$ cat src/design/evr_pkg.sv
// Shared constants, types and helpers for the Euler X-Y-Z vector rotator.
package evr_pkg;

  localparam int SAMPLE_BITS    = 16;
  localparam int ANGLE_BITS     = 16;
  localparam int TRIG_FRAC_BITS = 16;

  localparam int N_AXES = 3;
  localparam int AXIS_W = 2;

  localparam int OUT_W  = SAMPLE_BITS + 1;
  localparam int TRIG_W = TRIG_FRAC_BITS + 2;
  localparam int PROD_W = OUT_W + TRIG_W;
  localparam int SUM_W  = PROD_W + 1;

  localparam int IN_TDATA_W  = ((3 * SAMPLE_BITS + 7) / 8) * 8;
  localparam int OUT_TDATA_W = ((3 * OUT_W + 7) / 8) * 8;

  localparam int Q_BITS    = ANGLE_BITS - 2;
  localparam int X_SHIFT   = 32 - ANGLE_BITS;
  localparam int RND_SHIFT = 30 - TRIG_FRAC_BITS;

  localparam int CFG_ADDR_W = 4;
  localparam int CFG_DATA_W = 32;

  localparam logic [AXIS_W-1:0] REG_ANGLE_X = 2'd0;
  localparam logic [AXIS_W-1:0] REG_ANGLE_Y = 2'd1;
  localparam logic [AXIS_W-1:0] REG_ANGLE_Z = 2'd2;

  typedef logic signed [OUT_W-1:0]  samp_t;
  typedef logic signed [TRIG_W-1:0] coef_t;
  typedef logic [ANGLE_BITS-1:0]    angle_t;

  typedef struct packed {
    samp_t z;
    samp_t y;
    samp_t x;
  } vec_t;

  localparam coef_t TRIG_ONE = coef_t'(1) <<< TRIG_FRAC_BITS;

  // Q30 magnitudes of the Taylor terms of sin(pi/2 * x)
  function automatic logic [30:0] poly_q30(input logic [2:0] k);
    logic [30:0] c;
    case (k)
      3'd0:    c = 31'd1686629713;
      3'd1:    c = 31'd693598668;
      3'd2:    c = 31'd85569306;
      3'd3:    c = 31'd5026995;
      3'd4:    c = 31'd172272;
      3'd5:    c = 31'd3864;
      3'd6:    c = 31'd61;
      3'd7:    c = 31'd1;
      default: c = 31'd0;
    endcase
    return c;
  endfunction

  // round half up at 2^30
  function automatic logic [31:0] rnd30(input logic [61:0] p);
    logic [61:0] t;
    t = p + (62'd1 << 29);
    return t[61:30];
  endfunction

endpackage

$ cat src/design/evr_skid.sv
// Output register with a skid entry.
module evr_skid import evr_pkg::*; (
  input  logic clk,
  input  logic rst,
  input  logic in_valid,
  output logic in_ready,
  input  vec_t in_data,
  output logic out_valid,
  input  logic out_ready,
  output vec_t out_data
);

  logic out_v;
  logic skid_v;
  vec_t skid_d;

  assign in_ready  = !skid_v;
  assign out_valid = out_v;

  always_ff @(posedge clk) begin
    if (rst) begin
      out_v  <= 1'b0;
      skid_v <= 1'b0;
    end else if (out_v && out_ready) begin
      if (skid_v) begin
        out_data <= skid_d;
        skid_v   <= 1'b0;
      end else if (in_valid) begin
        out_data <= in_data;
      end else begin
        out_v <= 1'b0;
      end
    end else if (in_valid && !skid_v) begin
      if (out_v) begin
        skid_d <= in_data;
        skid_v <= 1'b1;
      end else begin
        out_data <= in_data;
        out_v    <= 1'b1;
      end
    end
  end

  a_skid_order: assert property (@(posedge clk) disable iff (rst)
    skid_v |-> out_v)
    else $error("skid entry held with empty output register");

  a_skid_fill: assert property (@(posedge clk) disable iff (rst)
    (out_v && !out_ready && !skid_v && in_valid) |=> skid_v)
    else $error("transfer during output stall not caught by skid entry");

endmodule

$ cat config.mk
export PLATFORM = sky130hd
export DESIGN_NAME = evr_skid
export DESIGN_NICKNAME = d
export VERILOG_FILES = /design/src/design/evr_pkg.sv /design/src/design/evr_skid.sv
export SDC_FILE = /design/constraint.sdc
export NUM_CORES = 1
export LEC_CHECK = 0
export BUFFER_PORTS_ARGS = -buffer_cell sky130_fd_sc_hd__buf_2
export CORE_MARGIN = 4
export CORE_UTILIZATION = 45
export CTS_CLUSTER_SIZE = 12
export DETAILED_ROUTE_END_ITERATION = 10
export PLACE_DENSITY = 0.73
export SLEW_MARGIN = 25
export SYNTH_ARGS = -nofsm -noshare
export SYNTH_HDL_FRONTEND = slang
export SYNTH_SLANG_ARGS = --single-unit
$ cat constraint.sdc
create_clock -name clk -period 17.5 [get_ports clk]
set_input_delay 0.875 -clock clk [delete_from_list [all_inputs] [get_ports clk]]
set_output_delay 0.875 -clock clk [all_outputs]
set_load 0.01 [all_outputs]
After elaboration in Yosys (flattened, before gate mapping)
Index checks and enable logic that the tools add are counted.
W data, S select, Z words.
- logic and storage cells: 32
- input bits: 55
- output and inout port bits: 53
- flip-flop bits (word level): 104
- mux-type cells: 9
- equality and inequality tests: 4
- reductions and logical operators: 9
- bitwise logic cells: 2
- operators with widths (cell ; count):
    $mux W51 ; 5
    $reduce_and A4 Y1 ; 2
    $mux W1 ; 4
    $ne A2 B2 Y1 const B ; 2
    $ne A3 B3 Y1 const B ; 1
    $reduce_and A3 Y1 ; 1
    $logic_and A1 B1 Y1 ; 2
    $ne A2 B1 Y1 const B ; 1
    $not A1 Y1 ; 2
    $reduce_and A2 Y1 ; 1
    $reduce_bool A2 Y1 ; 1
    $reduce_or A2 Y1 ; 1
    $logic_not A1 Y1 ; 1

Depth between registers and ports, before layout
- depth after elaboration: 4
- gate-level depth with buffers: 3
- gate-level depth less buffers: 3

Least setup slack after synthesis
OpenSTA, ideal clock, no wires.
- kind: in2reg
- start: in in_valid
- end: reg skid_d[0] (netlist name), enable pin
- setup slack: 10.666 ns
- data arrival time: 6.229 ns
- stages: 2
- setup time: 0.605 ns
- path buffers: 0
- data required time: 16.895 ns
- cell sequence: nand2_1 > nor4b_1
- longest elaborated chain between the ends: 2
- RTL lines (item ; line ; source):
    from (decl) ; evr_skid.sv:5 ; input logic in_valid,
    $logic_and A1 B1 Y1 ; evr_skid.sv:33 ; end else if (in_valid && !skid_v) begin
    $reduce_and A4 Y1 (no line) ; n/a ;
    to (signal assigned) ; evr_skid.sv:35 ; skid_d <= in_data;
    to (decl) ; evr_skid.sv:15 ; vec_t skid_d;
Every way passes these cells.
A chain may end at the register's enable or synchronous reset.

Worst setup path after layout
- start: in out_ready
- end: reg out_data[14] (netlist name), data pin
- longest elaborated chain between the ends: 2
- RTL lines (item ; line ; source):
    from (decl) ; evr_skid.sv:9 ; input logic out_ready,
    $logic_and A1 B1 Y1 ; evr_skid.sv:24 ; end else if (out_v && out_ready) begin
    $mux W51 ; evr_skid.sv:24 ;
    to (signal assigned) ; evr_skid.sv:26 ; out_data <= skid_d;
    to (signal assigned) ; evr_skid.sv:29 ; out_data <= in_data;
    to (signal assigned) ; evr_skid.sv:38 ; out_data <= in_data;
    to (decl) ; evr_skid.sv:10 ; output vec_t out_data
Every way passes these cells.

==> flow_summary.ini <==
[timing]
period_share = 0.131
worstMarginPinSlew_ns = 1.03
slew_violations = 0
timing.final.hold_violations = 0
slew_headroom = 0.315
setup-tns-final_ns = 0
setup_viol = 0
worst_clock_skew_ns = 0.0160
fmax_ghz = 0.438
rsz0062_at_grt = false
fin_crit_ns = 2.29
holdWs_ns = 0.553

[worst_setup_path]
startpoint_type = primary input
critPathCaptureType = register
crit_path_top_delay_cell = nand3_4
critPathMaxFanout = 51
cp.required_ns = 17.60
worstSetupPathType = primary input to register
crit_arrival_ns = 2.39
path_cells = buf_2 > nand3_4 > mux2_4
cp_slowest_stage_delay_ns = 0.75

[layout]
seqCellArea_um2 = 3100
areaGrowthSynthToFinish_pct = 21.0
fillers = 704
multi_input_area_um2 = 851
drive_gt1_frac = 0.610
stdcell_count = 400
fin_util = 0.557
final_nets = 342
antenna_cells = 0

[floorplanning]
initial_utilization = 0.460
row_count = 34
fp.dieArea_um2 = 10400
core_um2 = 8680
die_x_um = 102
dieHeight_um = 102
top_level_ports = 108

[yosys]
synthTopCellsByCount = 102 x edfxtp_1, 50 x mux2_4, 5 x buf_6
yosysWarningCount = 0
synth-edff-count = 102
netlist_area_um2 = 3990
synth_mux_area_frac = 0.191
syn_avg_cell_area_um2 = 23.4
async_reset_ff_frac = 0
yosys.area_share.simple = 0.00846
synth_most_common_cell = edfxtp_1
ys_seq_area_frac = 0.777
syn_inst = 171
ys_seq_elements = 104
syn-num-nets = 226
yosysTopAreaCell = edfxtp_1
yosys.area_share.xor_xnor = 0
synth_ff_type = edfxtp_1
yosysTopAreaCellShare = 0.767
synth_top_family_by_area = multiplexers
yosys-top-cells-area = edfxtp_1 77%, mux2_4 19%, buf_6 1.4%, dfxtp_1 1.0%, nand3_4 0.44%
synth_compound_area_frac = 0.00783
yosysUniqueCellTypes = 13
synth_fa_ha_area_frac = 0

[clock_network]
cts_setup_buffers = 0
clock_path_buffers = 2
cts_tree = built
clk_pin_slew_ns = 0.10
cts_root_buf = clkbuf_8
cts_resized = 0
ctsHoldBuffers = 0
clock_sinks = 104
cts_buffers = 9
clk_latency_ns = 0.36
cts_max_level = 3

[placed_design]
post-dp-hpwl_um = 4530
io_buffers = 107
gp_congestion = 0.669
dp_cells = 384

[drt]
wl_per_cell_um = 16.7
firstDrtPassIters = 4
initialDrtViolationCount = 59
drc = 0
routed_wl_um = 6670
ant_nets = 0
via_per_inst = 4.79
route.vias.total = 1917

[power]
total_power_uw = 456
vdd_ir_drop_max_mv = 0.0535
p_leak_nw = 1.99
p_per_area_nw_per_um2 = 94.5

[worst_hold_path]
hold_path_class = register to register

[run]
drv_cap = 0

[status]
status = complete, no violations

[global_routing]
grt_pass1_vias = 2006
grt_max_degree = 52
grtUsageTotal = 0.131
grt_pass1_wl_um = 10100
antenna_found_initial = 0
grt.overflow.total = 0
[placed cells by master, fill, tap and decap left out]
master	instances
inv_6	2
a211oi_1	1
o21ai_0	1
nand2_1	2
a221oi_4	1
edfxtp_1	102
dfxtp_1	2
nor4b_2	1
clkbuf_8	9
buf_4	3
mux2_4	50
mux2_2	1
inv_1	2
a21oi_1	2
inv_8	1
nand3_4	1
clkinv_4	2
clkinv_1	2
buf_2	107
[cell families (layout without fill, tap and decap cells)]
group           count (synthesis)  in the layout
simple gates                    4              4
mux                            51             51
compound gates                  5              5
buf+inv                         7            128
flops                         104            104
[final cells by class]
type,instances,share of cell area
Clock buffer,9,0.0256
Inverter,2,0.00155
Sequential cell,104,0.642
Timing Repair Buffer,110,0.115
Clock inverter,7,0.0111
Tap cell,108,0.0280
Multi-Input combinational cell,60,0.176
[path summary, 6_finish.rpt]
kind         startpoint           end  depth (start not counted)  slack [ns]
min          skid_d[13]  out_data[13]                          1        0.55
min reg2reg  skid_d[13]  out_data[13]                          1        0.55
max           out_ready  out_data[14]                          3       15.21
max reg2reg   out_valid  out_data[14]                          2       15.28
[worst max-delay path: cells and delay by family]
kind	cells	cell delay, ns
buffers and inverters	1	0.14
muxes	1	0.59
and+or+nand+nor	1	0.75
[state kept, by name (all words and copies together) (netlist names)]
| name | flops |
|---|---|
| out_data | 51 |
| skid_d | 51 |
| out_valid | 1 |
| skid_v | 1 |
[layer usage]
metal  GRT usage  vias to the layer above  part of all wire
met5           0                        -                 0
met4      0.0575                        0            0.0073
met3      0.0553                        7             0.092
met2       0.207                       67              0.49
met1       0.157                      934              0.41
li1            -                      909                 -
[per-stage QoR]
step	setup slack (ns)	area (um^2)
final	15.21	4830
after global routing	15.14	4830
after CTS	15.19	4830
after detailed placement	14.81	4650
after global placement	14.82	4650
after floorplan	10.67	3990
[where the power goes]
group / switching (mW) / internal (mW)
clock: 0.0835 / 0.0534
sequential: 0.00244 / 0.283
combinational: 0.0161 / 0.0180
(Power assumes the default switching activity.)
