===== config.mk =====
export PLATFORM = sky130hd
export DESIGN_NAME = evr_rot_stage
export DESIGN_NICKNAME = d
export VERILOG_FILES = /design/src/design/evr_pkg.sv /design/src/design/evr_rot_stage.sv
export SDC_FILE = /design/constraint.sdc
export NUM_CORES = 2
export LEC_CHECK = 0
export CAP_MARGIN = 0
export CORE_UTILIZATION = 65
export DETAILED_ROUTE_END_ITERATION = 6
export DONT_BUFFER_PORTS = 1
export GPL_TIMING_DRIVEN = 0
export PLACE_DENSITY_LB_ADDON = 0.3
export SLEW_MARGIN = 25
export SYNTH_ARGS = -nofsm -noshare
export SYNTH_HDL_FRONTEND = slang
export SYNTH_SLANG_ARGS = --single-unit
export TNS_END_PERCENT = 50

===== constraint.sdc =====
create_clock -name clk -period 10.4 [get_ports clk]
set_clock_uncertainty 0.1 [all_clocks]
set_input_delay 0.52 -clock clk [delete_from_list [all_inputs] [get_ports clk]]
set_output_delay 0.52 -clock clk [all_outputs]
set_load 0.05 [all_outputs]

===== src/design/evr_pkg.sv =====
// Shared constants, types and helpers for the Euler X-Y-Z vector rotator.
package evr_pkg;

  localparam int SAMPLE_BITS    = 16;
  localparam int ANGLE_BITS     = 16;
  localparam int TRIG_FRAC_BITS = 16;

  localparam int N_AXES = 3;
  localparam int AXIS_W = 2;

  localparam int OUT_W  = SAMPLE_BITS + 1;
  localparam int TRIG_W = TRIG_FRAC_BITS + 2;
  localparam int PROD_W = OUT_W + TRIG_W;
  localparam int SUM_W  = PROD_W + 1;

  localparam int IN_TDATA_W  = ((3 * SAMPLE_BITS + 7) / 8) * 8;
  localparam int OUT_TDATA_W = ((3 * OUT_W + 7) / 8) * 8;

  localparam int Q_BITS    = ANGLE_BITS - 2;
  localparam int X_SHIFT   = 32 - ANGLE_BITS;
  localparam int RND_SHIFT = 30 - TRIG_FRAC_BITS;

  localparam int CFG_ADDR_W = 4;
  localparam int CFG_DATA_W = 32;

  localparam logic [AXIS_W-1:0] REG_ANGLE_X = 2'd0;
  localparam logic [AXIS_W-1:0] REG_ANGLE_Y = 2'd1;
  localparam logic [AXIS_W-1:0] REG_ANGLE_Z = 2'd2;

  typedef logic signed [OUT_W-1:0]  samp_t;
  typedef logic signed [TRIG_W-1:0] coef_t;
  typedef logic [ANGLE_BITS-1:0]    angle_t;

  typedef struct packed {
    samp_t z;
    samp_t y;
    samp_t x;
  } vec_t;

  localparam coef_t TRIG_ONE = coef_t'(1) <<< TRIG_FRAC_BITS;

  // Q30 magnitudes of the Taylor terms of sin(pi/2 * x)
  function automatic logic [30:0] poly_q30(input logic [2:0] k);
    logic [30:0] c;
    case (k)
      3'd0:    c = 31'd1686629713;
      3'd1:    c = 31'd693598668;
      3'd2:    c = 31'd85569306;
      3'd3:    c = 31'd5026995;
      3'd4:    c = 31'd172272;
      3'd5:    c = 31'd3864;
      3'd6:    c = 31'd61;
      3'd7:    c = 31'd1;
      default: c = 31'd0;
    endcase
    return c;
  endfunction

  // round half up at 2^30
  function automatic logic [31:0] rnd30(input logic [61:0] p);
    logic [61:0] t;
    t = p + (62'd1 << 29);
    return t[61:30];
  endfunction

endpackage


===== src/design/evr_rot_stage.sv =====
// One plane rotation: product stage, then sum and round stage.
module evr_rot_stage import evr_pkg::*; (
  input  logic  clk,
  input  logic  rst,
  input  logic  in_valid,
  output logic  in_ready,
  input  samp_t a_in,
  input  samp_t b_in,
  input  samp_t p_in,
  input  logic  active,
  input  coef_t cos_c,
  input  coef_t sin_c,
  output logic  out_valid,
  input  logic  out_ready,
  output samp_t a_out,
  output samp_t b_out,
  output samp_t p_out
);

  localparam logic signed [SUM_W-1:0] STAGE_HALF = SUM_W'(1) << (TRIG_FRAC_BITS - 1);

  logic v1;
  logic v2;
  logic adv1;
  logic adv2;

  logic signed [PROD_W-1:0] pac;
  logic signed [PROD_W-1:0] pbs;
  logic signed [PROD_W-1:0] pas;
  logic signed [PROD_W-1:0] pbc;
  samp_t a1;
  samp_t b1;
  samp_t p1;
  logic  act1;

  logic signed [SUM_W-1:0] sum_a;
  logic signed [SUM_W-1:0] sum_b;
  logic signed [SUM_W-1:0] rnd_a;
  logic signed [SUM_W-1:0] rnd_b;

  assign adv2     = !v2 || out_ready;
  assign adv1     = !v1 || adv2;
  assign in_ready = adv1;

  always_comb begin
    sum_a = $signed({pac[PROD_W-1], pac}) - $signed({pbs[PROD_W-1], pbs});
    sum_b = $signed({pas[PROD_W-1], pas}) + $signed({pbc[PROD_W-1], pbc});
    rnd_a = (sum_a + STAGE_HALF) >>> TRIG_FRAC_BITS;
    rnd_b = (sum_b + STAGE_HALF) >>> TRIG_FRAC_BITS;
  end

  always_ff @(posedge clk) begin
    if (rst) begin
      v1 <= 1'b0;
      v2 <= 1'b0;
    end else begin
      if (adv1) begin
        v1 <= in_valid;
      end
      if (adv2) begin
        v2 <= v1;
      end
    end
  end

  always_ff @(posedge clk) begin
    if (adv1 && in_valid) begin
      pac  <= a_in * cos_c;
      pbs  <= b_in * sin_c;
      pas  <= a_in * sin_c;
      pbc  <= b_in * cos_c;
      a1   <= a_in;
      b1   <= b_in;
      p1   <= p_in;
      act1 <= active;
    end
    if (adv2 && v1) begin
      a_out <= act1 ? rnd_a[OUT_W-1:0] : a1;
      b_out <= act1 ? rnd_b[OUT_W-1:0] : b1;
      p_out <= p1;
    end
  end

  assign out_valid = v2;

endmodule


== Word level (Yosys, flattened, before mapping) ==
Index checks and enable logic that the tools add are counted.

* Add/sub/neg operators: 4
* Multiply operators: 4
* Div/mod/pow operators: 0
* Order comparisons: 0
* Eq/ne operators: 0
* Shifts and indexed selects: 0
* Multiplexer cells: 2
* Bitwise operators: 0
* Reduce and logical (&&, ||, !) cells: 6

{| class="wikitable"
|+ Operator list
! operator !! count
|-
| $mul A17 B18 Y33 || 4
|-
| $add A33 B17 Y33 const B || 2
|-
| $mux W17 || 2
|-
| $add A33 B33 Y33 || 1
|-
| $sub A33 B33 Y33 || 1
|-
| $logic_and A1 B1 Y1 || 2
|-
| $logic_not A1 Y1 || 2
|-
| $logic_or A1 B1 Y1 || 2
|}

* Flip-flop bits (word level): 237
* Bits in latches: 0
* Memory bits (writable): 0
* ROM bits: 0
* Bits of input ports: 92
* Output and inout port bits: 53
* Logic and storage cells: 29
* Memories: 0

== Depth between registers and ports, before layout ==
* Depth after elaboration: 4
* Gate-level depth with buffers: 26
* Mapped depth without buffers: 24

== Least setup slack after synthesis ==
OpenSTA, ideal clock, no wires.

* Path kind: input-to-reg
* Start: input a_in[2]
* End: register pas[29], data pin
* Setup time: 0.265 ns
* Data arrival time: 6.525 ns
* Required time: 10.035 ns
* Path slack: 3.510 ns
* Stages on the path: 22
* Buffers on the path: 2
* Cell sequence: clkbuf_1 -> clkbuf_1 -> nand2_1 -> fa_1 -> fa_1 -> fa_1 -> inv_1 -> fa_1 -> fa_1 -> inv_1 -> fa_1 -> inv_1 -> ha_1 -> a21o_1 -> a211o_1 -> a2111oi_2 -> o31ai_1 -> a21oi_1 -> o21ai_1 -> a311oi_1 -> o21ai_0 -> xor2_1

* Word-level cells in the longest chain between the ends: 1

{| class="wikitable"
|+ Ends and longest elaborated chain
! element !! RTL line !! source
|-
| start, declared || evr_rot_stage.sv:7 || <nowiki>input samp_t a_in,</nowiki>
|-
| $mul A17 B18 Y33 || evr_rot_stage.sv:70 || <nowiki>pas <= a_in * sin_c;</nowiki>
|-
| end signal, assigned || evr_rot_stage.sv:70 ||
|-
| end, declared || evr_rot_stage.sv:29 || <nowiki>logic signed [PROD_W-1:0] pas;</nowiki>
|}

Every way passes these cells.
A chain may end at the register's enable or synchronous reset.

== Worst setup path after layout ==
* Start: input a_in[4]
* End: register pas[30], data pin

Same word-level chain as after synthesis.

==> impl_metrics.env <==
export IMPL_fin_crit_ns=8.56
export IMPL_required_ns=10.68
export IMPL_die_w_um=291
export IMPL_cts_sinks=237
export IMPL_detail_route_first_pass_iterations=7
export IMPL_grt_use_total=0.444
export IMPL_nFillCells=6326
export IMPL_cp_num_buf_inv=5
export IMPL_io_buffers=0
export IMPL_synth_seq_area_share=0.131
export IMPL_use_met2=0.634
export IMPL_rsz0062_at_grt="false"
export IMPL_grtUsageMet3=0.167
export IMPL_routed_wl_um=180000
export IMPL_synth_edf_count=235
export IMPL_grt_use_met1=0.559
export IMPL_hold_violations=0
export IMPL_gp_congestion=1.10
export IMPL_grt_pass1_vias=42155
export IMPL_cpMaxStageDelayCell="clkbuf_1"
export IMPL_ys_types=66
export IMPL_cpLargestDelayFamily="adder cells"
export IMPL_hp_class="in -> reg"
export IMPL_clockBufferDepth=3
export IMPL_boundaryPins=145
export IMPL_violations="design-rule violations"
export IMPL_grt_pass1_wl_um=267000
export IMPL_syn_inst=5525
export IMPL_core_area_mm2=0.0824
export IMPL_cts_buffers=27
export IMPL_async_reset_ff_frac=0
export IMPL_instances_no_fill=6744
export IMPL_fmax_mhz=117
export IMPL_fin_nets=7352
export IMPL_drt_iter0_drc=4360
export IMPL_path_cells="clkbuf_1 > clkbuf_1 > nand2_1 > fa_1 > fa_1 > fa_1 > fa_1 > inv_1 > fa_1 > inv_1 > fa_1 > inv_1 > ha_1 > a21o_1 > a211oi_1 > o21ai_0 > a22oi_1 > a31oi_1 > o41ai_1 > o2111ai_1 > a21o_1 > a21o_1 > xor2_1"
export IMPL_endpoint_kind="register"
export IMPL_dieArea_mm2=0.0848
export IMPL_clk_pin_slew_ns=0.07
export IMPL_cp_arrival_ns=8.84
export IMPL_ant_nets=0
export IMPL_syn_area_mm2=0.0544
export IMPL_grt_busiest_layer="met2"
export IMPL_wire_per_inst_um=26.7
export IMPL_cts_max_level=1
export IMPL_cts_tree="yes"
export IMPL_grt_overflow=0
export IMPL_synth_seq_cells=237
export IMPL_rows=105
export IMPL_max_slew_worst_pin_slew_ns=1.34
export IMPL_max_cap_viol_count=0
export IMPL_drive_above_1_share=0.0259
export IMPL_vias_per_cell=5.92
export IMPL_start_kind="input port"
export IMPL_cts_setup_buffers=0
export IMPL_clockRootBuffer="clkbuf_16"
export IMPL_maxSlewViolCount=0
export IMPL_yosys_warnings=0
export IMPL_setup_viol_count_final=0
export IMPL_setup_ws_ns=1.84
export IMPL_max_stage_delay_ns=0.95
export IMPL_post_cts_resized=0
export IMPL_slew_headroom=0.105
export IMPL_die_h_um=291
export IMPL_holdBufCountCts=54
export IMPL_syn2layout_area_growth_pct=5.57
export IMPL_worstPathMaxFanout=10
export IMPL_start_util=0.660
export IMPL_clk_latency_ns=0.59
export IMPL_tns_ns=0
export IMPL_hold_ws_ns=0.0406
export IMPL_final_period_utilization=0.823
export IMPL_synth_flop_cell="edfxtp_1"
export IMPL_dp_cells=6600
export IMPL_critPathKind="in -> reg"
export IMPL_drc=26
export IMPL_synth_nets=7263
export IMPL_antenna_found_initial=20
export IMPL_post_place_ws_ns=1.62
export IMPL_grt_max_degree=55
export IMPL_status="complete, but fails checks"
export IMPL_post_dp_hpwl_um=140000
export IMPL_vias=39946
export IMPL_crit_top_cell="fa_1"
export IMPL_synth_area_per_cell_um2=9.84
final timing paths:
path	to	from	slack [ns]	cells past startpoint
max	pas[30]	a_in[4]	1.84	23
min	pbc[0]	cos_c[0]	0.04	1
max reg2reg	b_out[13]	pas[6]	6.24	12
min reg2reg	p_out[1]	p1[1]	0.31	0
area by class of cell:
cell class	count	area [um2]	area share
inverters	1338	5020	0.0875
plain buffers	243	982	0.0171
clock buffers	30	687	0.0120
well taps	1070	1340	0.0233
flip-flops and latches	237	7100	0.124
clock inverters	20	151	0.00264
multi-input cells	3707	41300	0.720
diodes	39	97.6	0.00170
repair buffers	60	674	0.0118
cells in the mapped netlist, drive strengths merged, types with 13 or more instances:
library cell / n / area [um2]
edfxtp: 235 / 7060
inv: 1338 / 5020
nand2b: 37 / 231
a211oi: 13 / 97.6
o21a: 16 / 120
clkbuf: 240 / 901
a21oi: 114 / 571
nor2: 115 / 432
nor3: 18 / 90.1
xor2: 44 / 385
o21bai: 20 / 150
ha: 458 / 5730
and3: 18 / 113
nand2: 592 / 2220
and2: 623 / 3900
a31oi: 13 / 81.3
mux2: 21 / 240
xnor2: 150 / 1310
a21o: 65 / 488
nand3: 22 / 110
fa: 1188 / 23800
nor2b: 16 / 100
o21ai: 59 / 299
metal layers:
metal / vias to the layer above / wire [um] / part of all wire
met5: - / 311 / 0.0017
met4: 10 / 15000 / 0.083
met3: 614 / 24700 / 0.14
met2: 2540 / 75900 / 0.42
met1: 20136 / 64200 / 0.36
li1: 16646 / - / -
registers in the layout (all words and copies together) (netlist names):
register	count
b1	17
b_out	17
pac	33
p1	17
pas	33
pbs	33
p_out	17
a1	17
v1	1
pbc	33
a_out	17
out_valid	1
act1	1
cells by family (layout without fill, tap and decap cells):
group / after synthesis / count (layout) / share of synthesized area
other: 0 / 39 / 0
xor gates and xnor gates: 194 / 194 / 0.0313
and+or+nand+nor: 1477 / 1477 / 0.137
muxes: 22 / 22 / 0.00460
adders and majority gates: 1646 / 1646 / 0.543
buffers and inverters: 1581 / 1691 / 0.109
DFF: 237 / 237 / 0.131
AOI/OAI and AO/OA: 368 / 368 / 0.0443
stage by stage:
| step | area, um2 | utilization |
|---|---|---|
| global placement | 55700 | 0.676 |
| global route | 57300 | 0.696 |
| CTS | 57200 | 0.695 |
| floorplan | 54400 | - |
| finish | 57400 | 0.697 |
| detailed placement | 55900 | 0.678 |
placed cells by master, fill, tap and decap left out, types with 56 or more instances in the layout:
cell type,count
and2_1,622
o21ai_0,56
edfxtp_1,235
nor2_1,115
ha_1,458
clkbuf_1,189
fa_1,1188
a21o_1,65
nand2_1,592
inv_1,1338
a21oi_1,114
xnor2_1,150
Power is not shown: default switching activity piles up to over one toggle a cycle in this logic, so the estimate is an artifact.
