===== config.mk =====
export PLATFORM = sky130hd
export DESIGN_NAME = evr_trig_gen
export DESIGN_NICKNAME = d
export VERILOG_FILES = /design/src/design/evr_pkg.sv /design/src/design/evr_trig_gen.sv
export SDC_FILE = /design/constraint.sdc
export NUM_CORES = 2
export LEC_CHECK = 0
export BUFFER_PORTS_ARGS = -buffer_cell sky130_fd_sc_hd__buf_2
export CAP_MARGIN = 20
export CORE_UTILIZATION = 70
export CTS_CLUSTER_SIZE = 12
export DETAILED_ROUTE_END_ITERATION = 16
export PLACE_DENSITY = 0.91
export SLEW_MARGIN = 20
export SYNTH_ARGS = -nofsm -noshare
export SYNTH_HDL_FRONTEND = slang
export SYNTH_SLANG_ARGS = --single-unit

===== constraint.sdc =====
create_clock -name clk -period 12.86 [get_ports clk]
set_clock_uncertainty 0.15 [all_clocks]
set_input_delay 3.215 -clock clk [delete_from_list [all_inputs] [get_ports clk]]
set_output_delay 3.215 -clock clk [all_outputs]
set_load 0.02 [all_outputs]

===== src/design/evr_pkg.sv =====
// Shared constants, types and helpers for the Euler X-Y-Z vector rotator.
package evr_pkg;

  localparam int SAMPLE_BITS    = 16;
  localparam int ANGLE_BITS     = 16;
  localparam int TRIG_FRAC_BITS = 16;

  localparam int N_AXES = 3;
  localparam int AXIS_W = 2;

  localparam int OUT_W  = SAMPLE_BITS + 1;
  localparam int TRIG_W = TRIG_FRAC_BITS + 2;
  localparam int PROD_W = OUT_W + TRIG_W;
  localparam int SUM_W  = PROD_W + 1;

  localparam int IN_TDATA_W  = ((3 * SAMPLE_BITS + 7) / 8) * 8;
  localparam int OUT_TDATA_W = ((3 * OUT_W + 7) / 8) * 8;

  localparam int Q_BITS    = ANGLE_BITS - 2;
  localparam int X_SHIFT   = 32 - ANGLE_BITS;
  localparam int RND_SHIFT = 30 - TRIG_FRAC_BITS;

  localparam int CFG_ADDR_W = 4;
  localparam int CFG_DATA_W = 32;

  localparam logic [AXIS_W-1:0] REG_ANGLE_X = 2'd0;
  localparam logic [AXIS_W-1:0] REG_ANGLE_Y = 2'd1;
  localparam logic [AXIS_W-1:0] REG_ANGLE_Z = 2'd2;

  typedef logic signed [OUT_W-1:0]  samp_t;
  typedef logic signed [TRIG_W-1:0] coef_t;
  typedef logic [ANGLE_BITS-1:0]    angle_t;

  typedef struct packed {
    samp_t z;
    samp_t y;
    samp_t x;
  } vec_t;

  localparam coef_t TRIG_ONE = coef_t'(1) <<< TRIG_FRAC_BITS;

  // Q30 magnitudes of the Taylor terms of sin(pi/2 * x)
  function automatic logic [30:0] poly_q30(input logic [2:0] k);
    logic [30:0] c;
    case (k)
      3'd0:    c = 31'd1686629713;
      3'd1:    c = 31'd693598668;
      3'd2:    c = 31'd85569306;
      3'd3:    c = 31'd5026995;
      3'd4:    c = 31'd172272;
      3'd5:    c = 31'd3864;
      3'd6:    c = 31'd61;
      3'd7:    c = 31'd1;
      default: c = 31'd0;
    endcase
    return c;
  endfunction

  // round half up at 2^30
  function automatic logic [31:0] rnd30(input logic [61:0] p);
    logic [61:0] t;
    t = p + (62'd1 << 29);
    return t[61:30];
  endfunction

endpackage


===== src/design/evr_trig_gen.sv =====
// Sequential sine/cosine generator with one shared multiplier.
module evr_trig_gen import evr_pkg::*; (
  input  logic                           clk,
  input  logic                           rst,
  input  logic [N_AXES-1:0]              wr_axis,
  input  angle_t [N_AXES-1:0]            angle,
  output coef_t  [N_AXES-1:0]            cos_c,
  output coef_t  [N_AXES-1:0]            sin_c,
  output logic                           busy
);

  typedef enum logic [7:0] {
    ST_IDLE = 8'b00000001,
    ST_LOAD = 8'b00000010,
    ST_SQ   = 8'b00000100,
    ST_USQ  = 8'b00001000,
    ST_HMUL = 8'b00010000,
    ST_HSUB = 8'b00100000,
    ST_FMUL = 8'b01000000,
    ST_FIN  = 8'b10000000
  } state_t;

  typedef enum logic [1:0] {
    SP_NONE = 2'd0,
    SP_ZERO = 2'd1,
    SP_ONE  = 2'd2
  } spec_t;

  localparam angle_t            ANG_QUARTER = angle_t'(1) << Q_BITS;
  localparam logic [Q_BITS:0]   QUARTER     = {1'b1, {Q_BITS{1'b0}}};
  localparam logic [32:0]       HALF_F      = (33'd1 << RND_SHIFT) >> 1;
  localparam logic [32:0]       ONE_33      = 33'd1 << TRIG_FRAC_BITS;

  state_t              state;
  logic [N_AXES-1:0]   pending;
  logic [N_AXES-1:0]   pending_next;
  logic [AXIS_W-1:0]   axis;
  logic [AXIS_W-1:0]   pick;
  logic                phase;
  logic [2:0]          k;
  logic                neg;
  spec_t               spec;
  logic [29:0]         x_q;
  logic [29:0]         u_q;
  logic [30:0]         acc;
  logic [61:0]         prod;
  coef_t               cos_q [N_AXES];
  coef_t               sin_q [N_AXES];

  angle_t              ang_sel;
  logic [1:0]          quad;
  logic [Q_BITS:0]     r_fold;
  logic [31:0]         r30;
  logic [32:0]         s_f;
  logic [TRIG_FRAC_BITS:0] mag;
  coef_t               coef;

  always_comb begin
    if (pending[0]) begin
      pick = REG_ANGLE_X;
    end else if (pending[1]) begin
      pick = REG_ANGLE_Y;
    end else begin
      pick = REG_ANGLE_Z;
    end
    pending_next = pending | wr_axis;
    if (state == ST_IDLE && (|pending)) begin
      pending_next = (pending & ~(N_AXES'(1) << pick)) | wr_axis;
    end
  end

  always_comb begin
    ang_sel = angle[axis] + (phase ? '0 : ANG_QUARTER);
    quad    = ang_sel[ANGLE_BITS-1 -: 2];
    r_fold  = {1'b0, ang_sel[Q_BITS-1:0]};
    if (quad[0]) begin
      r_fold = QUARTER - {1'b0, ang_sel[Q_BITS-1:0]};
    end
    r30 = rnd30(prod);
    s_f = ({1'b0, r30} + HALF_F) >> RND_SHIFT;
    if (s_f > ONE_33) begin
      s_f = ONE_33;
    end
    case (spec)
      SP_ZERO: mag = '0;
      SP_ONE:  mag = ONE_33[TRIG_FRAC_BITS:0];
      default: mag = s_f[TRIG_FRAC_BITS:0];
    endcase
    coef = neg ? -$signed({1'b0, mag}) : $signed({1'b0, mag});
  end

  always_ff @(posedge clk) begin
    if (rst) begin
      state   <= ST_IDLE;
      pending <= '0;
      phase   <= 1'b0;
      axis    <= REG_ANGLE_X;
      for (int i = 0; i < N_AXES; i++) begin
        cos_q[i] <= TRIG_ONE;
        sin_q[i] <= '0;
      end
    end else begin
      pending <= pending_next;
      case (state)
        ST_IDLE: begin
          if (|pending) begin
            axis  <= pick;
            phase <= 1'b0;
            state <= ST_LOAD;
          end
        end
        ST_LOAD: begin
          neg <= quad[1];
          x_q <= {r_fold[Q_BITS-1:0], {X_SHIFT{1'b0}}};
          if (r_fold == '0) begin
            spec  <= SP_ZERO;
            state <= ST_FIN;
          end else if (r_fold[Q_BITS]) begin
            spec  <= SP_ONE;
            state <= ST_FIN;
          end else begin
            spec  <= SP_NONE;
            state <= ST_SQ;
          end
        end
        ST_SQ: begin
          prod  <= 62'(x_q) * 62'(x_q);
          state <= ST_USQ;
        end
        ST_USQ: begin
          u_q   <= r30[29:0];
          acc   <= poly_q30(3'd7);
          k     <= 3'd6;
          state <= ST_HMUL;
        end
        ST_HMUL: begin
          prod  <= 62'(acc) * 62'(u_q);
          state <= ST_HSUB;
        end
        ST_HSUB: begin
          acc <= poly_q30(k) - r30[30:0];
          if (k == 3'd0) begin
            state <= ST_FMUL;
          end else begin
            k     <= k - 3'd1;
            state <= ST_HMUL;
          end
        end
        ST_FMUL: begin
          prod  <= 62'(x_q) * 62'(acc);
          state <= ST_FIN;
        end
        ST_FIN: begin
          if (!phase) begin
            cos_q[axis] <= coef;
            phase       <= 1'b1;
            state       <= ST_LOAD;
          end else begin
            sin_q[axis] <= coef;
            phase       <= 1'b0;
            state       <= ST_IDLE;
          end
        end
        default: state <= ST_IDLE;
      endcase
    end
  end

  always_comb begin
    for (int i = 0; i < N_AXES; i++) begin
      cos_c[i] = cos_q[i];
      sin_c[i] = sin_q[i];
    end
  end

  assign busy = (state != ST_IDLE) || (|pending);

  a_wr_busy: assert property (@(posedge clk) disable iff (rst)
    (|wr_axis) |=> busy)
    else $error("angle write did not start a coefficient update");

  a_idle_phase: assert property (@(posedge clk) disable iff (rst)
    (state == ST_IDLE) |-> !phase)
    else $error("generator idle in the middle of an axis");

  a_horner_end: assert property (@(posedge clk) disable iff (rst)
    (state == ST_FMUL) |-> (k == 3'd0))
    else $error("final product before all polynomial terms");

endmodule


* Word-level counts from Yosys, hierarchy flattened *
Memories as Yosys holds them, arrays and structs flattened. A register that Yosys moved wholly into a read port is not among the register bits.
Cells that the tools add are included.

cells by class
  add/sub/neg operators = 7
  multipliers = 3
  magnitude comparators = 2
  eq/ne operators = 13
  shift operators = 1
  muxes and demuxes = 42
  bitwise gates (word level) = 5
  reductions and logical operators = 17

operators with widths
  kind                                                                                number
  62-bit case mux with 3 select lines                                                 1
  8-bit case mux with 8 select lines                                                  1
  62-bit by 30-bit adder with 62-bit output (second input constant)                   1
  31-bit two-way mux                                                                  2
  31-bit case mux with 2 select lines                                                 1
  31-bit by 30-bit multiplier with 61-bit output                                      1
  18-bit two-way mux                                                                  3
  14-bit by 31-bit multiplier with 45-bit output                                      1
  18-bit OR reduction                                                                 2
  17-bit case mux with 2 select lines                                                 1
  32-bit by 14-bit adder with 33-bit output (second input constant)                   1
  16-bit binary-select mux with 2-bit select                                          1
  31-bit subtractor                                                                   1
  15-bit two-way mux                                                                  2
  14-bit by 14-bit multiplier with 28-bit output                                      1
  8-bit two-way mux                                                                   3
  19-bit by 17-bit greater-than comparator with 1-bit output (second input constant)  1
  17-bit negator with 18-bit output                                                   1
  17-bit two-way mux                                                                  1
  16-bit by 15-bit adder with 16-bit output                                           1
  16-bit two-way mux                                                                  1
  15-bit logical NOT                                                                  1
  15-bit by 14-bit subtractor with 15-bit output (first input constant)               1
  1-bit two-way mux                                                                   13
  33 further kinds                                                                    47

storage, ports and cells
  register bits = 157
  memory bits (writable) = 108
  ROM bits = 224
  bits of input ports = 53
  output and inout port bits = 109
  word-level logic and storage cells = 104
  memories kept = 3

memory list
  memory            depth  bits a word  rd ports  clocked after memory_dff  write ports  line                source
  (name not given)  8      28           1         1                         0            evr_pkg.sv:45       case (k)
  cos_q             3      18           3         0                         3            evr_trig_gen.sv:47  coef_t cos_q [N_AXES];
  sin_q             3      18           3         0                         3            evr_trig_gen.sv:48  coef_t sin_q [N_AXES];

* Logic depth before layout (Yosys ltp) *
  word-level depth = 8
  mapped depth = 32
  gate-level depth less buffers = 30

* Worst setup path before layout *
OpenSTA, ideal clock, no wires.

  path type = register -> register
  from = register acc[16]
  to = register prod[46], data pin
  library setup time = 261 ps
  arrival = 7,325 ps
  required time = 12,449 ps
  setup slack = 5,124 ps
  cell stages (with the launch flop) = 28
  path buffers = 2
  period minus slack after synthesis = 7,736 ps
  cell sequence = edfxtp_1 clkbuf_1 clkbuf_1 and2_1 fa_1 fa_1 fa_1 inv_1 fa_1 inv_1 fa_1 fa_1 fa_1 inv_1 fa_1 inv_1 ha_1 a21o_1 a211oi_1 o2111ai_1 a211o_1 a21oi_1 o21ai_0 a41oi_1 nor2b_1 o21ai_0 a21oi_1 a221o_1

between the ends
  cells in the longest elaborated chain, start to end = 2
  elaborated cells on any way between the ends = 3
  those cells by class = mul (2); mux (1)

ends and longest elaborated chain
  what                                                                                                                     line                                      source
  from (decl)                                                                                                              evr_trig_gen.sv:45                        logic [30:0] acc;
  from (signal assigned)                                                                                                   evr_trig_gen.sv:132                       acc <= poly_q30(3'd7);
  from (signal assigned)                                                                                                   evr_trig_gen.sv:141                       acc <= poly_q30(k) - r30[30:0];
  14-bit by 31-bit multiplier with 45-bit output / 31-bit by 30-bit multiplier with 61-bit output (equally long branches)  evr_trig_gen.sv:150, evr_trig_gen.sv:137
  62-bit case mux with 3 select lines *                                                                                    evr_trig_gen.sv:104                       case (state)
  to (signal assigned)                                                                                                     evr_trig_gen.sv:127                       prod <= 62'(x_q) * 62'(x_q);
  to (signal assigned)                                                                                                     evr_trig_gen.sv:137                       prod <= 62'(acc) * 62'(u_q);
  to (signal assigned)                                                                                                     evr_trig_gen.sv:150                       prod <= 62'(x_q) * 62'(acc);
  to (decl)                                                                                                                evr_trig_gen.sv:46                        logic [61:0] prod;

Mark *: on every way between the ends. The rest lies on a longest branch, timed or not. The select of a mux whose other input is x is not followed.
A chain may end at the register's enable or synchronous reset.

* Final worst setup path *
  from = register acc[22]
  to = register prod[59], data pin

Same word-level chain as after synthesis.

==> qor.txt <==
Status: finished, final reports clean
Fillers: 5745
I/O pins: 162
DR vias: 47210
RSZ-0062 raised after global routing: no
Synth warn: 0
1st-iter DRT viols: 4189
Initial core utilization: 0.7065
Final net count: 8281
Clock H-tree levels: 1
Die Wd: 297.7 microns
# clock sinks: 256
Fmax: 106.7 MHz
Grt ovf: 0
Max incr delay on CP: 720 ps
Setup TNS: 0 ps
Layout Utilization: 0.7351
Detailed placement HPWL: 125.5 mm
DRC Markers: 0
CTS Buf Count: 27
Hold buffers post-CTS: 0
Final wirelength: 167.7 mm
Share of layout cells above drive strength 1: 0.05469
Crit Path Class: register to register
Initial antenna violation count: 3
Post-synthesis net count: 8355
Most frequent cells in the layout: inv_1, fa_1, nand2_1
Ys flop type: edfxtp_1
CTS tree: yes
Async S/R FF share, synth: 0
Postcts setup bufs: 0
Hold path start: pending[1]$_SDFF_PP0_
Fin crit share: 0.7289
Critical R2R Launch: acc[22]$_SDFFCE_PP0P_
Fin crit period: 9374 ps
Top layer in use: met5
Fraction of the mapped netlist area in simple logic gates: 0.1757
Number of synthesized flops with an enable pin: 221
Clock Pin Slew Worst Setup and Hold Paths: 60 ps
CP bufs+invs: 5
Seq cells post-synth: 256
CP dominant cell by count: fa_1
Pre-Repair DR Iteration Count: 7
M1 WL: 55.75 mm
Clk root buf: clkbuf_16
Core Box Area: 86620 sq um
GRT Total Usage: 0.3926
Die ar.: 88600 sq um
Largest net degree at the start of global routing: 48
Worst-path maximum fanout: 30
Required time of the critical path: 13030 ps
Clock buffer depth: 3
Max Transition Viols Final: 0
Vias in the first global route: 52090
Resized cells post-CTS: 0
Seq/Total Area, Yosys: 0.1199
Clock latency on the worst-skew pair: 580 ps
# port buffers: 161
Main combinational cell family by area after synthesis: adder cells
Multi-input logic area: 47480 sq um
Peak VDD IR: 0.2109 mV
Met3 wire len: 18.14 mm
Met2 WL: 80.97 mm
Crit. End Element: register
First-pass GRT wire length: 271.2 mm
Slew headroom: 0.1796
Crit-path leading delay family: adder cells
Synth Area in Adders: 0.5137
Slew @ Worst Pin: 1218 ps
Static Leak: 31.42 nW
Pwr Density: 106.5 nW/um^2
Final hold violations: 0
Final ANT Viol Nets: 0
Wire per inst: 21.91 microns
Slowest CP cell: edfxtp_1
Placer congestion estimate: 0.9784
Die height: 297.7 microns
Row Count: 108
Startpoint types: register
Layout area overhead: 4.050%
Compound-cell area share of the yosys netlist: 0.05469
Final setup vio count: 0
Mean post-synth cell area: 9.341 sq um
Max_cap viols: 0
XOR/XNOR Fraction of Synth Area: 0.02636
Mux contribution to synthesized area: 0.004887
Worst setup path start: acc[22]$_SDFFCE_PP0P_
Mapped Area: 61190 sq um
Distinct cells, synth: 98
Hold Path Class: register to register
Avg Vias per Cell: 6.171
Register Area: 7337 sq um
Post-synthesis cell count: 6551
Most common cell after layout, fill and taps aside: inv_1
Arrival @ worst endpoint: 9550 ps
[path summary, 6_finish.rpt]
check	endpoint	slack, ps	depth (start not counted)
worst max-delay path	prod[59]$_DFFE_PP_	3490	26
worst max register to register	prod[59]$_DFFE_PP_	3490	26
worst min register to register	axis[0]$_SDFFE_PP0P_	330	2
worst min-delay path	axis[0]$_SDFFE_PP0P_	330	2
[synth_stat cells, types with 6 or more instances]
library cell,number,share of area
nand4_1,28,0.0029
o21bai_1,16,0.0020
nor3_1,42,0.0034
a22oi_1,12,0.0015
a21oi_1,117,0.0096
nand3b_1,7,0.00086
a2111oi_0,6,0.00086
nor2_1,255,0.016
a221oi_1,7,0.0010
a41oi_1,6,0.00086
o2bb2ai_1,11,0.0016
clkbuf_1,346,0.021
inv_1,1344,0.082
nor4_1,9,0.00092
and4_1,12,0.0017
mux2i_1,25,0.0041
xnor2_1,111,0.016
a21boi_0,9,0.0011
fa_1,1269,0.42
a211oi_1,23,0.0028
nand2b_1,37,0.0038
o22ai_1,8,0.00082
o211ai_1,10,0.0012
o31ai_1,14,0.0017
a21o_1,67,0.0082
edfxtp_1,221,0.11
xor2_1,62,0.0089
a31oi_1,12,0.0012
nor2b_1,25,0.0026
ha_1,482,0.099
o21ai_0,104,0.0085
and3_1,20,0.0020
and2_1,752,0.077
nand2_1,825,0.051
or2_2,12,0.0012
nand3_1,42,0.0034
nor3b_1,8,0.00098
nand4b_1,6,0.00086
o221ai_1,10,0.0014
or3_1,24,0.0025
dfxtp_1,35,0.011
o21a_1,12,0.0015
buf_2,8,0.00065
[through the flow]
step	worst slack [ps]	std cells	power (W)	hold slack [ps]	area, sq um
after global routing	3182	7646	0.007298	339.7	63660
after floorplan	5124	6551	0.004530	291.9	61190
after detailed placement	3690	7595	0.005854	315.6	62750
after global placement	3949	7595	0.005679	302.6	62750
final	3486	7651	0.006779	331.0	63670
after CTS	3656	7638	0.006629	324.3	63530
[power breakdown]
group	switching, W	leakage (nW)	internal, W
Sequential	0.0000155	2.42	0.00102
Combinational	0.00300	28.6	0.00202
Clock	0.000335	0.387	0.000395
Total	0.00335	31.4	0.00343
[registers in the layout (all words and copies together) (netlist names), 3 cells and up, named ones only]
| signal | count |
|---|---|
| cos_q | 54 |
| sin_q | 54 |
| prod | 32 |
| acc | 31 |
| u_q | 30 |
| x_q | 14 |
| state | 8 |
| k | 3 |
| pending | 3 |
[layer usage]
| metal | up-vias | track usage |
|---|---|---|
| li1 | 19650 | - |
| met1 | 23590 | 0.4639 |
| met2 | 3116 | 0.6510 |
| met3 | 856 | 0.08233 |
| met4 | 2 | 0.2598 |
| met5 | - | 0 |
[logic make-up (layout without fill, tap and decap cells)]
| kind of cell | after synthesis | count (layout) |
|---|---|---|
| AO/OA/AOI/OAI | 500 | 500 |
| multiplexers | 29 | 29 |
| buffers and inverters | 1704 | 1644 |
| AND/OR/NAND/NOR | 2132 | 2132 |
| other | 0 | 5 |
| XOR/XNOR | 179 | 179 |
| adder cells (fa/ha/maj) | 1751 | 1751 |
| flip-flops | 256 | 256 |
[worst reg2reg max path: stages (launching register included)]
cell	delay [ps]
edfxtp_1	720
buf_4	520
and2_1	220
fa_1	440
fa_1	550
inv_1	60
fa_1	490
fa_1	510
inv_1	50
fa_1	550
fa_1	420
fa_1	550
inv_1	70
fa_1	490
inv_1	50
ha_1	370
nand4_1	140
or2_2	380
a2111oi_0	700
o21ai_0	180
o211ai_1	330
o211a_1	360
a21o_1	230
o31ai_1	140
xnor2_1	140
a22oi_1	190
o21ai_0	110
[layout make-up]
type / instances / area share
Timing Repair Buffer: 255 / 0.02452
Clock buffer: 35 / 0.01140
Multi-Input combinational cell: 4591 / 0.7457
Antenna cell: 5 / 0.0001965
Tap cell: 1155 / 0.02270
Sequential cell: 256 / 0.1152
Inverter: 1346 / 0.07935
Clock inverter: 8 / 0.0008843
Power figures use the tool's default switching activity.
